===== src/rtl/core/texture_page_valid_tracker_macros.svh =====
// assertion macros for the texture page valid tracker
// expects clk_i and rst_ni in the scope of use
`ifndef TEXTURE_PAGE_VALID_TRACKER_MACROS_SVH
`define TEXTURE_PAGE_VALID_TRACKER_MACROS_SVH

// same-cycle implication
`define TPVT_ASSERT_NOW(lbl, ante, cons, msg) \
  lbl: assert property (@(posedge clk_i) disable iff (!rst_ni) (ante) |-> (cons)) \
    else $error(msg);

// next-cycle implication
`define TPVT_ASSERT_NEXT(lbl, ante, cons, msg) \
  lbl: assert property (@(posedge clk_i) disable iff (!rst_ni) (ante) |=> (cons)) \
    else $error(msg);

`endif


===== src/rtl/core/tpvt_pkg.sv =====
// shared types and constants of the texture page valid tracker
// no dependencies
package tpvt_pkg;

  localparam int PAGE_COLUMNS  = 16;
  localparam int PAGE_ROWS     = 2;
  localparam int NUM_FORMATS   = 3;
  localparam int COL_HALFWORDS = 64;
  localparam int ROW_LINES     = 256;

  // 12 bits hold every bound and page end without overflow
  localparam int CMP_W = 12;

  localparam logic [CMP_W-1:0] TABLE_SPAN_SMALL = 12'd16;
  localparam logic [CMP_W-1:0] TABLE_SPAN_LARGE = 12'd256;
  localparam logic [8:0]       ENTRIES_4BIT     = 9'd16;
  localparam logic [8:0]       ENTRIES_8BIT     = 9'd256;

  typedef enum logic [1:0] {
    KIND_PAGE  = 2'd0,
    KIND_TABLE = 2'd1,
    KIND_WRITE = 2'd2
  } kind_e;

  typedef enum logic [1:0] {
    FMT_4BIT  = 2'd0,
    FMT_8BIT  = 2'd1,
    FMT_16BIT = 2'd2,
    FMT_NONE  = 2'd3
  } format_e;

  typedef struct packed {
    kind_e       kind;
    format_e     format;
    logic [3:0]  page_col;
    logic        page_row;
    logic [5:0]  table_col;
    logic [8:0]  table_row;
    logic [10:0] rect_left;
    logic [9:0]  rect_top;
    logic [10:0] rect_right;
    logic [9:0]  rect_bottom;
  } item_t;

  typedef struct packed {
    logic reload;
    logic rejected;
  } page_res_t;

  typedef struct packed {
    logic       reload;
    logic [8:0] entries;
  } table_res_t;

endpackage


===== src/rtl/core/texture_page_valid_tracker.sv =====
// Texture page valid tracker: input register, page grid and colour table tag
// logic, result register. Each item is registered in the input register, then in the
// result register; throughput one item per cycle while the result register is free
// or being drained. Reset clears all page valid bits, marks the colour table dirty
// and zeroes its tag; both pipeline stages come up empty.
// depends on tpvt_pkg, tpvt_page_grid, tpvt_clut_tag and the macros header
`include "texture_page_valid_tracker_macros.svh"

module texture_page_valid_tracker import tpvt_pkg::*; (
  input  logic        clk_i,
  input  logic        rst_ni,
  input  logic        in_valid_i,
  output logic        in_stall_o,
  input  logic [1:0]  kind_i,
  input  logic [1:0]  format_i,
  input  logic [3:0]  page_col_i,
  input  logic        page_row_i,
  input  logic [5:0]  table_col_i,
  input  logic [8:0]  table_row_i,
  input  logic [10:0] rect_left_i,
  input  logic [9:0]  rect_top_i,
  input  logic [10:0] rect_right_i,
  input  logic [9:0]  rect_bottom_i,
  output logic        out_valid_o,
  input  logic        out_stall_i,
  output logic        reload_o,
  output logic        rejected_o,
  output logic [8:0]  table_entries_o
);

  logic       s1_valid_q;
  item_t      s1_item_q;
  logic       s1_adv;
  logic       in_xfer;
  page_res_t  page_res;
  table_res_t table_res;

  logic       out_valid_q;
  logic       reload_q, rejected_q;
  logic [8:0] entries_q;

  // stage 1 moves on when the result register is free or being drained
  assign s1_adv     = s1_valid_q && (!out_valid_q || !out_stall_i);
  assign in_stall_o = s1_valid_q && !s1_adv;
  assign in_xfer    = in_valid_i && !in_stall_o;

  always_ff @(posedge clk_i or negedge rst_ni) begin
    if (!rst_ni) begin
      s1_valid_q <= 1'b0;
    end else if (in_xfer) begin
      s1_valid_q <= 1'b1;
    end else if (s1_adv) begin
      s1_valid_q <= 1'b0;
    end
  end

  always_ff @(posedge clk_i) begin
    if (in_xfer) begin
      s1_item_q <= '{kind:        kind_e'(kind_i),
                     format:      format_e'(format_i),
                     page_col:    page_col_i,
                     page_row:    page_row_i,
                     table_col:   table_col_i,
                     table_row:   table_row_i,
                     rect_left:   rect_left_i,
                     rect_top:    rect_top_i,
                     rect_right:  rect_right_i,
                     rect_bottom: rect_bottom_i};
    end
  end

  tpvt_page_grid u_page_grid (
    .clk_i  (clk_i),
    .rst_ni (rst_ni),
    .en_i   (s1_adv),
    .item_i (s1_item_q),
    .res_o  (page_res)
  );

  tpvt_clut_tag u_clut_tag (
    .clk_i  (clk_i),
    .rst_ni (rst_ni),
    .en_i   (s1_adv),
    .item_i (s1_item_q),
    .res_o  (table_res)
  );

  always_ff @(posedge clk_i or negedge rst_ni) begin
    if (!rst_ni) begin
      out_valid_q <= 1'b0;
    end else if (s1_adv) begin
      out_valid_q <= 1'b1;
    end else if (!out_stall_i) begin
      out_valid_q <= 1'b0;
    end
  end

  always_ff @(posedge clk_i) begin
    if (s1_adv) begin
      reload_q   <= page_res.reload | table_res.reload;
      rejected_q <= page_res.rejected;
      entries_q  <= table_res.entries;
    end
  end

  assign out_valid_o     = out_valid_q;
  assign reload_o        = reload_q;
  assign rejected_o      = rejected_q;
  assign table_entries_o = entries_q;

  `TPVT_ASSERT_NOW(a_stall_needs_item, in_stall_o, s1_valid_q, "stall with empty input stage")
  `TPVT_ASSERT_NEXT(a_held_item_stays, s1_valid_q && !s1_adv, s1_valid_q, "held item lost")
  `TPVT_ASSERT_NOW(a_reject_alone, out_valid_o && rejected_o,
                   !reload_o && table_entries_o == '0, "rejected result carries reload data")
  `TPVT_ASSERT_NOW(a_entries_need_reload, out_valid_o && table_entries_o != '0, reload_o,
                   "table entries without reload")

endmodule


===== src/rtl/core/tpvt_page_grid.sv =====
// page valid bits per format, row and column, with lookup and rectangle clear
// depends on tpvt_pkg
module tpvt_page_grid import tpvt_pkg::*; (
  input  logic      clk_i,
  input  logic      rst_ni,
  input  logic      en_i,
  input  item_t     item_i,
  output page_res_t res_o
);

  logic [PAGE_COLUMNS-1:0] valid_q [NUM_FORMATS][PAGE_ROWS];
  logic [PAGE_COLUMNS-1:0] valid_d [NUM_FORMATS][PAGE_ROWS];
  logic                    in_grid;
  logic [CMP_W-1:0]        left, right, top, bottom;

  assign in_grid = (int'(item_i.page_col) < PAGE_COLUMNS) &&
                   (int'(item_i.page_row) < PAGE_ROWS);
  assign left    = CMP_W'(item_i.rect_left);
  assign right   = CMP_W'(item_i.rect_right);
  assign top     = CMP_W'(item_i.rect_top);
  assign bottom  = CMP_W'(item_i.rect_bottom);

  always_comb begin
    valid_d = valid_q;
    res_o   = '0;
    case (item_i.kind)
      KIND_PAGE: begin
        if (item_i.format == FMT_NONE) begin
          res_o.rejected = 1'b1;
        end else if (!in_grid) begin
          res_o.reload = 1'b1;
        end else begin
          for (int f = 0; f < NUM_FORMATS; f++) begin
            for (int r = 0; r < PAGE_ROWS; r++) begin
              for (int c = 0; c < PAGE_COLUMNS; c++) begin
                if (item_i.format == format_e'(2'(f)) && int'(item_i.page_row) == r &&
                    int'(item_i.page_col) == c && !valid_q[f][r][c]) begin
                  res_o.reload     = 1'b1;
                  valid_d[f][r][c] = 1'b1;
                end
              end
            end
          end
        end
      end
      KIND_WRITE: begin
        for (int r = 0; r < PAGE_ROWS; r++) begin
          for (int c = 0; c < PAGE_COLUMNS; c++) begin
            for (int f = 0; f < NUM_FORMATS; f++) begin
              // page spans 64 << format columns from its start
              if (CMP_W'(r * ROW_LINES) < bottom &&
                  top < CMP_W'(r * ROW_LINES + ROW_LINES) &&
                  CMP_W'(c * COL_HALFWORDS) < right &&
                  left < CMP_W'(c * COL_HALFWORDS + (COL_HALFWORDS << f))) begin
                valid_d[f][r][c] = 1'b0;
              end
            end
          end
        end
      end
      default: begin
      end
    endcase
  end

  always_ff @(posedge clk_i or negedge rst_ni) begin
    if (!rst_ni) begin
      for (int f = 0; f < NUM_FORMATS; f++) begin
        for (int r = 0; r < PAGE_ROWS; r++) begin
          valid_q[f][r] <= '0;
        end
      end
    end else if (en_i) begin
      valid_q <= valid_d;
    end
  end

endmodule


===== src/rtl/core/tpvt_clut_tag.sv =====
// colour table tag and dirty mark, table lookup and write coverage check
// depends on tpvt_pkg
module tpvt_clut_tag import tpvt_pkg::*; (
  input  logic       clk_i,
  input  logic       rst_ni,
  input  logic       en_i,
  input  item_t      item_i,
  output table_res_t res_o
);

  logic       dirty_q, dirty_d;
  format_e    fmt_q, fmt_d;
  logic [5:0] x_q, x_d;
  logic [8:0] y_q, y_d;

  logic             miss;
  logic [CMP_W-1:0] tl, tr;

  assign miss = dirty_q || fmt_q != item_i.format || x_q != item_i.table_col ||
                y_q != item_i.table_row;
  assign tl   = CMP_W'({x_q, 4'b0000});
  assign tr   = tl + ((fmt_q == FMT_4BIT) ? TABLE_SPAN_SMALL : TABLE_SPAN_LARGE);

  always_comb begin
    dirty_d = dirty_q;
    fmt_d   = fmt_q;
    x_d     = x_q;
    y_d     = y_q;
    res_o   = '0;
    case (item_i.kind)
      KIND_TABLE: begin
        if (miss) begin
          res_o.reload = 1'b1;
          case (item_i.format)
            FMT_4BIT: res_o.entries = ENTRIES_4BIT;
            FMT_8BIT: res_o.entries = ENTRIES_8BIT;
            default:  res_o.entries = '0;
          endcase
          dirty_d = 1'b0;
          fmt_d   = item_i.format;
          x_d     = item_i.table_col;
          y_d     = item_i.table_row;
        end
      end
      KIND_WRITE: begin
        if (!dirty_q && CMP_W'(item_i.rect_top) <= CMP_W'(y_q) &&
            CMP_W'(y_q) < CMP_W'(item_i.rect_bottom) &&
            CMP_W'(item_i.rect_left) < tr && CMP_W'(item_i.rect_right) > tl) begin
          dirty_d = 1'b1;
        end
      end
      default: begin
      end
    endcase
  end

  always_ff @(posedge clk_i or negedge rst_ni) begin
    if (!rst_ni) begin
      dirty_q <= 1'b1;
      fmt_q   <= FMT_4BIT;
      x_q     <= '0;
      y_q     <= '0;
    end else if (en_i) begin
      dirty_q <= dirty_d;
      fmt_q   <= fmt_d;
      x_q     <= x_d;
      y_q     <= y_d;
    end
  end

endmodule


===== config.mk =====
export PLATFORM = sky130hd
export DESIGN_NAME = texture_page_valid_tracker
export DESIGN_NICKNAME = d
export VERILOG_FILES = /design/src/rtl/core/tpvt_pkg.sv /design/src/rtl/core/texture_page_valid_tracker.sv /design/src/rtl/core/tpvt_page_grid.sv /design/src/rtl/core/tpvt_clut_tag.sv
export VERILOG_INCLUDE_DIRS = /design/src /design/src/rtl/core
export SDC_FILE = /design/constraint.sdc
export NUM_CORES = 1
export LEC_CHECK = 0
export ABC_AREA = 1
export BUFFER_PORTS_ARGS = -buffer_cell sky130_fd_sc_hd__buf_2
export CAP_MARGIN = 20
export CORE_ASPECT_RATIO = 1.5
export CORE_MARGIN = 1
export CORE_UTILIZATION = 30
export DETAILED_ROUTE_END_ITERATION = 12
export MAX_ROUTING_LAYER = met4
export PLACE_DENSITY = 0.56
export SLEW_MARGIN = 20
export SYNTH_ARGS = -nofsm -noshare
export SYNTH_HDL_FRONTEND = slang
export SYNTH_HIERARCHICAL = 1
export SYNTH_SLANG_ARGS = --single-unit

===== constraint.sdc =====
create_clock -name clk_i -period 2.62 [get_ports clk_i]
set_input_delay 0.524 -clock clk_i [delete_from_list [all_inputs] [get_ports clk_i]]
set_output_delay 0.524 -clock clk_i [all_outputs]
set_load 0.05 [all_outputs]

; After elaboration in Yosys (flattened, before gate mapping)
; Cells that the tools add are included.
; Widths: inputs -> output; s select.
[totals]
regBits = 193
out_inout_bits = 13
elab_cells = 1230
[classes]
n_addsub = 1
n_lt_le_gt_ge = 43
eq_ne = 219
mux = 304
bitwise_logic = 2
n_reduce_logical = 546
[op_table]
columns = op, count
row1 = $reduce_and 5->1, 96
row2 = $logic_and 1x1->1, 335
row3 = $mux 1, 296
row4 = $ne 2x1->1 const B, 99
row5 = $ne 2x2->1 const B, 97
row6 = $pmux 96 s2, 1
row7 = $logic_not 1->1, 101
row8 = $mux 96, 1
row9 = $lt 10x11->1 const A, 8
row10 = $lt 11x10->1 const B, 8
row11 = $lt 11x11->1 const B, 4
row12 = $lt 11x9->1 const B, 4
row13 = $lt 9x11->1 const A, 4
row14 = $eq 4x4->1 const B, 8
row15 = $lt 11x8->1 const B, 2
row16 = $lt 8x11->1 const A, 2
row17 = $mux 10, 2
row18 = $pmux 9 s2, 1
row19 = $eq 4x3->1 const B, 4
row20 = $add 10x12->12, 1
row21 = $lt 11x12->1, 1
row22 = $gt 11x10->1, 1
row23 = $lt 1x11->1 const A, 1
row24 = $lt 11x7->1 const B, 1
row25 = other kinds (26), 37

; Logic depth before layout (Yosys ltp)
[depth]
ltp_word = 103
depth_mapped = 16
mapped_depth_nobuf = 16

; Hierarchy
; Netlist, hierarchy kept.
[modules_own_cells]
columns = module, n_inst, cells_each, area_each_um2
row1 = tpvt_page_grid, 1, 1028, 6562.5
row2 = texture_page_valid_tracker, 1, 90, 2413.6
row3 = tpvt_clut_tag, 1, 328, 2102.0

; Least setup slack after synthesis
; Ideal clock, no wire load.
[synth_path]
kind = register -> register
from = reg out_valid_q, in the netlist out_valid_o
to = reg s1_item_q[0] (netlist name) (enable)
setup_ps = 420
t_arrival_ps = 2083
setup_slack_ps = 117
stages_incl_launch_ff = 4
cell_sequence = dfrtp_1 nand3_2 nand2_1 inv_1
[synth_between]
elab_chain_cells = 7
[synth_lines]
columns = item, line_no
row1 = "start, declared", texture_page_valid_tracker.sv:38  ; logic out_valid_q;
row2 = "start signal, assigned", texture_page_valid_tracker.sv:90  ; out_valid_q <= 1'b0;
row3 = "start signal, assigned", texture_page_valid_tracker.sv:92  ; out_valid_q <= 1'b1;
row4 = "start signal, assigned", texture_page_valid_tracker.sv:94  ; out_valid_q <= 1'b0;
row5 = $logic_not 1->1, texture_page_valid_tracker.sv:43  ; assign s1_adv = s1_valid_q && (!out_valid_q || !out_stall_i);
row6 = $logic_or 1x1->1, texture_page_valid_tracker.sv:43
row7 = $logic_and 1x1->1, texture_page_valid_tracker.sv:43
row8 = $logic_not 1->1, texture_page_valid_tracker.sv:44  ; assign in_stall_o = s1_valid_q && !s1_adv;
row9 = $logic_and 1x1->1, texture_page_valid_tracker.sv:44
row10 = $logic_not 1->1, texture_page_valid_tracker.sv:45  ; assign in_xfer = in_valid_i && !in_stall_o;
row11 = $logic_and 1x1->1, texture_page_valid_tracker.sv:45
row12 = via in_xfer, texture_page_valid_tracker.sv:34  ; logic in_xfer;
row13 = "end signal, assigned", texture_page_valid_tracker.sv:59  ; s1_item_q <= '{kind: kind_e'(kind_i),
row14 = "end, declared", texture_page_valid_tracker.sv:32  ; item_t s1_item_q;
; The timed path passes the listed nets, and every way through them passes these cells.
; A chain may end at the register's enable or synchronous reset.

==> metrics.cfg <==
[timing]
whs_ns=0.243
setup_viol=0
slew_viol_final=0
fin_skew_ns=0.0156
setup_slack_ns=0.130
hold_viol=0
tightest_slew_ns=0.753
fin_tns_setup_ns=0
rsz0062_at_grt=false
finalCritPeriodShare_pct=95.0
fin_crit_ns=2.49
max_slew_margin_pct=49.3
fmax_mhz=402

[routing]
drt_iter0_drc=749
drc=0
drtPass1Iterations=5
num_vias=10127
wl_per_cell_um=17.7
ant_nets=0
vias_per_cell=4.96
wirelength_um=36100

[finish]
multi_input_area_um2=5230
num-fill-cells=3856
final-seq-area_um2=5100
insertedDiodeCount=0
final_util_pct=35.8
area_growth_pct=17.6
fin_area_um2=12900
drive_above_1_share_pct=12.6
nets=1651

[worst_setup_path]
worst_setup_path_end_kind=flop
cp.arrival_ns=2.70
cp.required_ns=2.83
worstPathMaxFanout=7
crit_type=reg -> reg
cp-start-kind=flop

[placement]
dp_hpwl_um=26300
pre_cts_slack_ns=0.0714
gp_congestion=0.965
place_area_um2=12200
io_buffers=78

[clock_tree]
htree_levels=4
clock_sinks=189
cts_root_buf=clkbuf_16
clockBufferDepth=2
clk_pin_slew_ns=0.08
insertion_delay_ns=0.46
cts_buffers=17
cts_tree=done

[floorplan]
core_um2=35900
initial_core_util_pct=30.5
std_cell_rows=85
die_area_um2=37300
die_w_um=158
io_pins=83
chipHeight_um=236

[pwr]
p_per_area_nw_per_um2=656
ir_worst_vdd_mv=0.478
p_leak_uw=0.00585

[job]
cap_violations=0

[global_route]
grt_max_degree=104
globalRouteTotalUtil_pct=20.6
grt_pass1_wl_um=55300
antenna_found_initial=0
grt_pass1_vias=9886
grt.overflow.total=0

[synth]
syn-instance-count=1442
synthesis.area_um2=11000
yosysWarnings=6
syn_avg_cell_area_um2=7.60

[outcome]
outcome=complete, no violations

[hold_path]
hold_path_class=in -> reg

## per-layer routing
| layer | routed length (um) | track usage [%] | part of all wire [%] |
|---|---|---|---|
| met5 | 0 | - | 0 |
| met4 | 1810 | 11.3 | 5.0 |
| met3 | 1630 | 2.85 | 4.5 |
| met2 | 18900 | 35.8 | 52 |
| met1 | 13700 | 22.4 | 38 |
## flip-flops by register name, indices dropped and copies added, names as in the netlist
signal and cells:
rejected_o 1, u_clut_tag/dirty_q 1, s1_item_q 62, s1_valid_q 1, reload_o 1, table_entries_o 9, u_clut_tag/x_q 6, u_clut_tag/y_q 9
u_clut_tag/fmt_q 2, out_valid_o 1, u_page_grid/valid_q 96
## power breakdown
group / switching [uW] / leakage, uW / total, uW / internal, uW
combinational: 1070 / 0.00361 / 1680 / 605
clock: 1260 / 0.000299 / 2870 / 1610
sequential: 335 / 0.00194 / 3910 / 3570
total: 2660 / 0.00585 / 8450 / 5790
## worst paths after layout
| path | slack, ns | cells past startpoint | endpoint | from |
|---|---|---|---|---|
| worst min register to register | 0.47 | 2 | u_page_grid/valid_q[93]$_DFFE_PN0P_ | u_page_grid/valid_q[93]$_DFFE_PN0P_ |
| worst min-delay path | 0.24 | 1 | s1_item_q[17]$_DFFE_PP_ | rect_right_i[7] |
| worst max register to register | 0.13 | 13 | reload_o$_DFFE_PP_ | s1_item_q[57]$_DFFE_PP_ |
| max in group asynchronous | 1.24 | 3 | u_clut_tag/y_q[6]$_DFFE_PN0P_ | rst_ni |
| worst max-delay path | 0.13 | 13 | reload_o$_DFFE_PP_ | s1_item_q[57]$_DFFE_PP_ |
| min in group asynchronous | 0.50 | 2 | u_page_grid/valid_q[54]$_DFFE_PN0P_ | rst_ni |
## cells in the final DEF, fill, tap and decap left out, types with 2 or more instances in the layout
master and n:
a21oi_1 61, nor2_1 151, buf_4 45, dfrtp_1 115, nand3_4 2, conb_1 7
clkinvlp_4 3, nand3_1 77, nor2_4 2, o31ai_1 6, nand3b_1 53, o21ai_1 5
ha_1 31, o21bai_1 4, nand3_2 3, clkinv_4 2, xnor2_1 6, nor3_1 10
edfxtp_1 73, bufinv_16 4, inv_6 5, inv_1 105, clkinv_1 2, a21oi_2 10
or2_1 2, buf_12 9, buf_2 77, nand2_1 524, inv_2 4, and2_1 3
xor2_1 2, o211ai_1 2, nor2_2 10, nand4_1 24, o21ai_0 100, clkbuf_16 17
## worst max-delay path, stage by stage, from the launching register on
cell      delay (ns)
edfxtp_1        0.49
inv_1           0.14
nand3_1         0.20
buf_12          0.17
nor2_1          0.04
nand2_1         0.09
nand2_1         0.08
nor2_2          0.23
nand3_1         0.18
nor2_1          0.13
nand2_1         0.07
inv_1           0.06
a21oi_1         0.11
or2_1           0.23
## cell type report
class / instances / area share (%)
Clock buffer: 17 / 3.30
Clock inverter: 15 / 1.61
Inverter: 111 / 3.24
Multi-Input combinational cell: 1099 / 40.6
Sequential cell: 189 / 39.5
Tap cell: 478 / 4.64
Timing Repair Buffer: 132 / 7.09
## through the flow
step	instances	total power [uW]
after global placement	2008	5560
after floorplan	1448	4990
after CTS	2041	8500
after detailed placement	2008	5620
final	2041	8450
after global routing	2041	8900
## timing repair
action,CTS,global route
gates resized for setup,0,6
endpoints found under the setup margin,0,2
hold buffers,1,0
endpoints found under the hold margin,13,0
buffers inserted,0,0
Power figures use the tool's default switching activity.
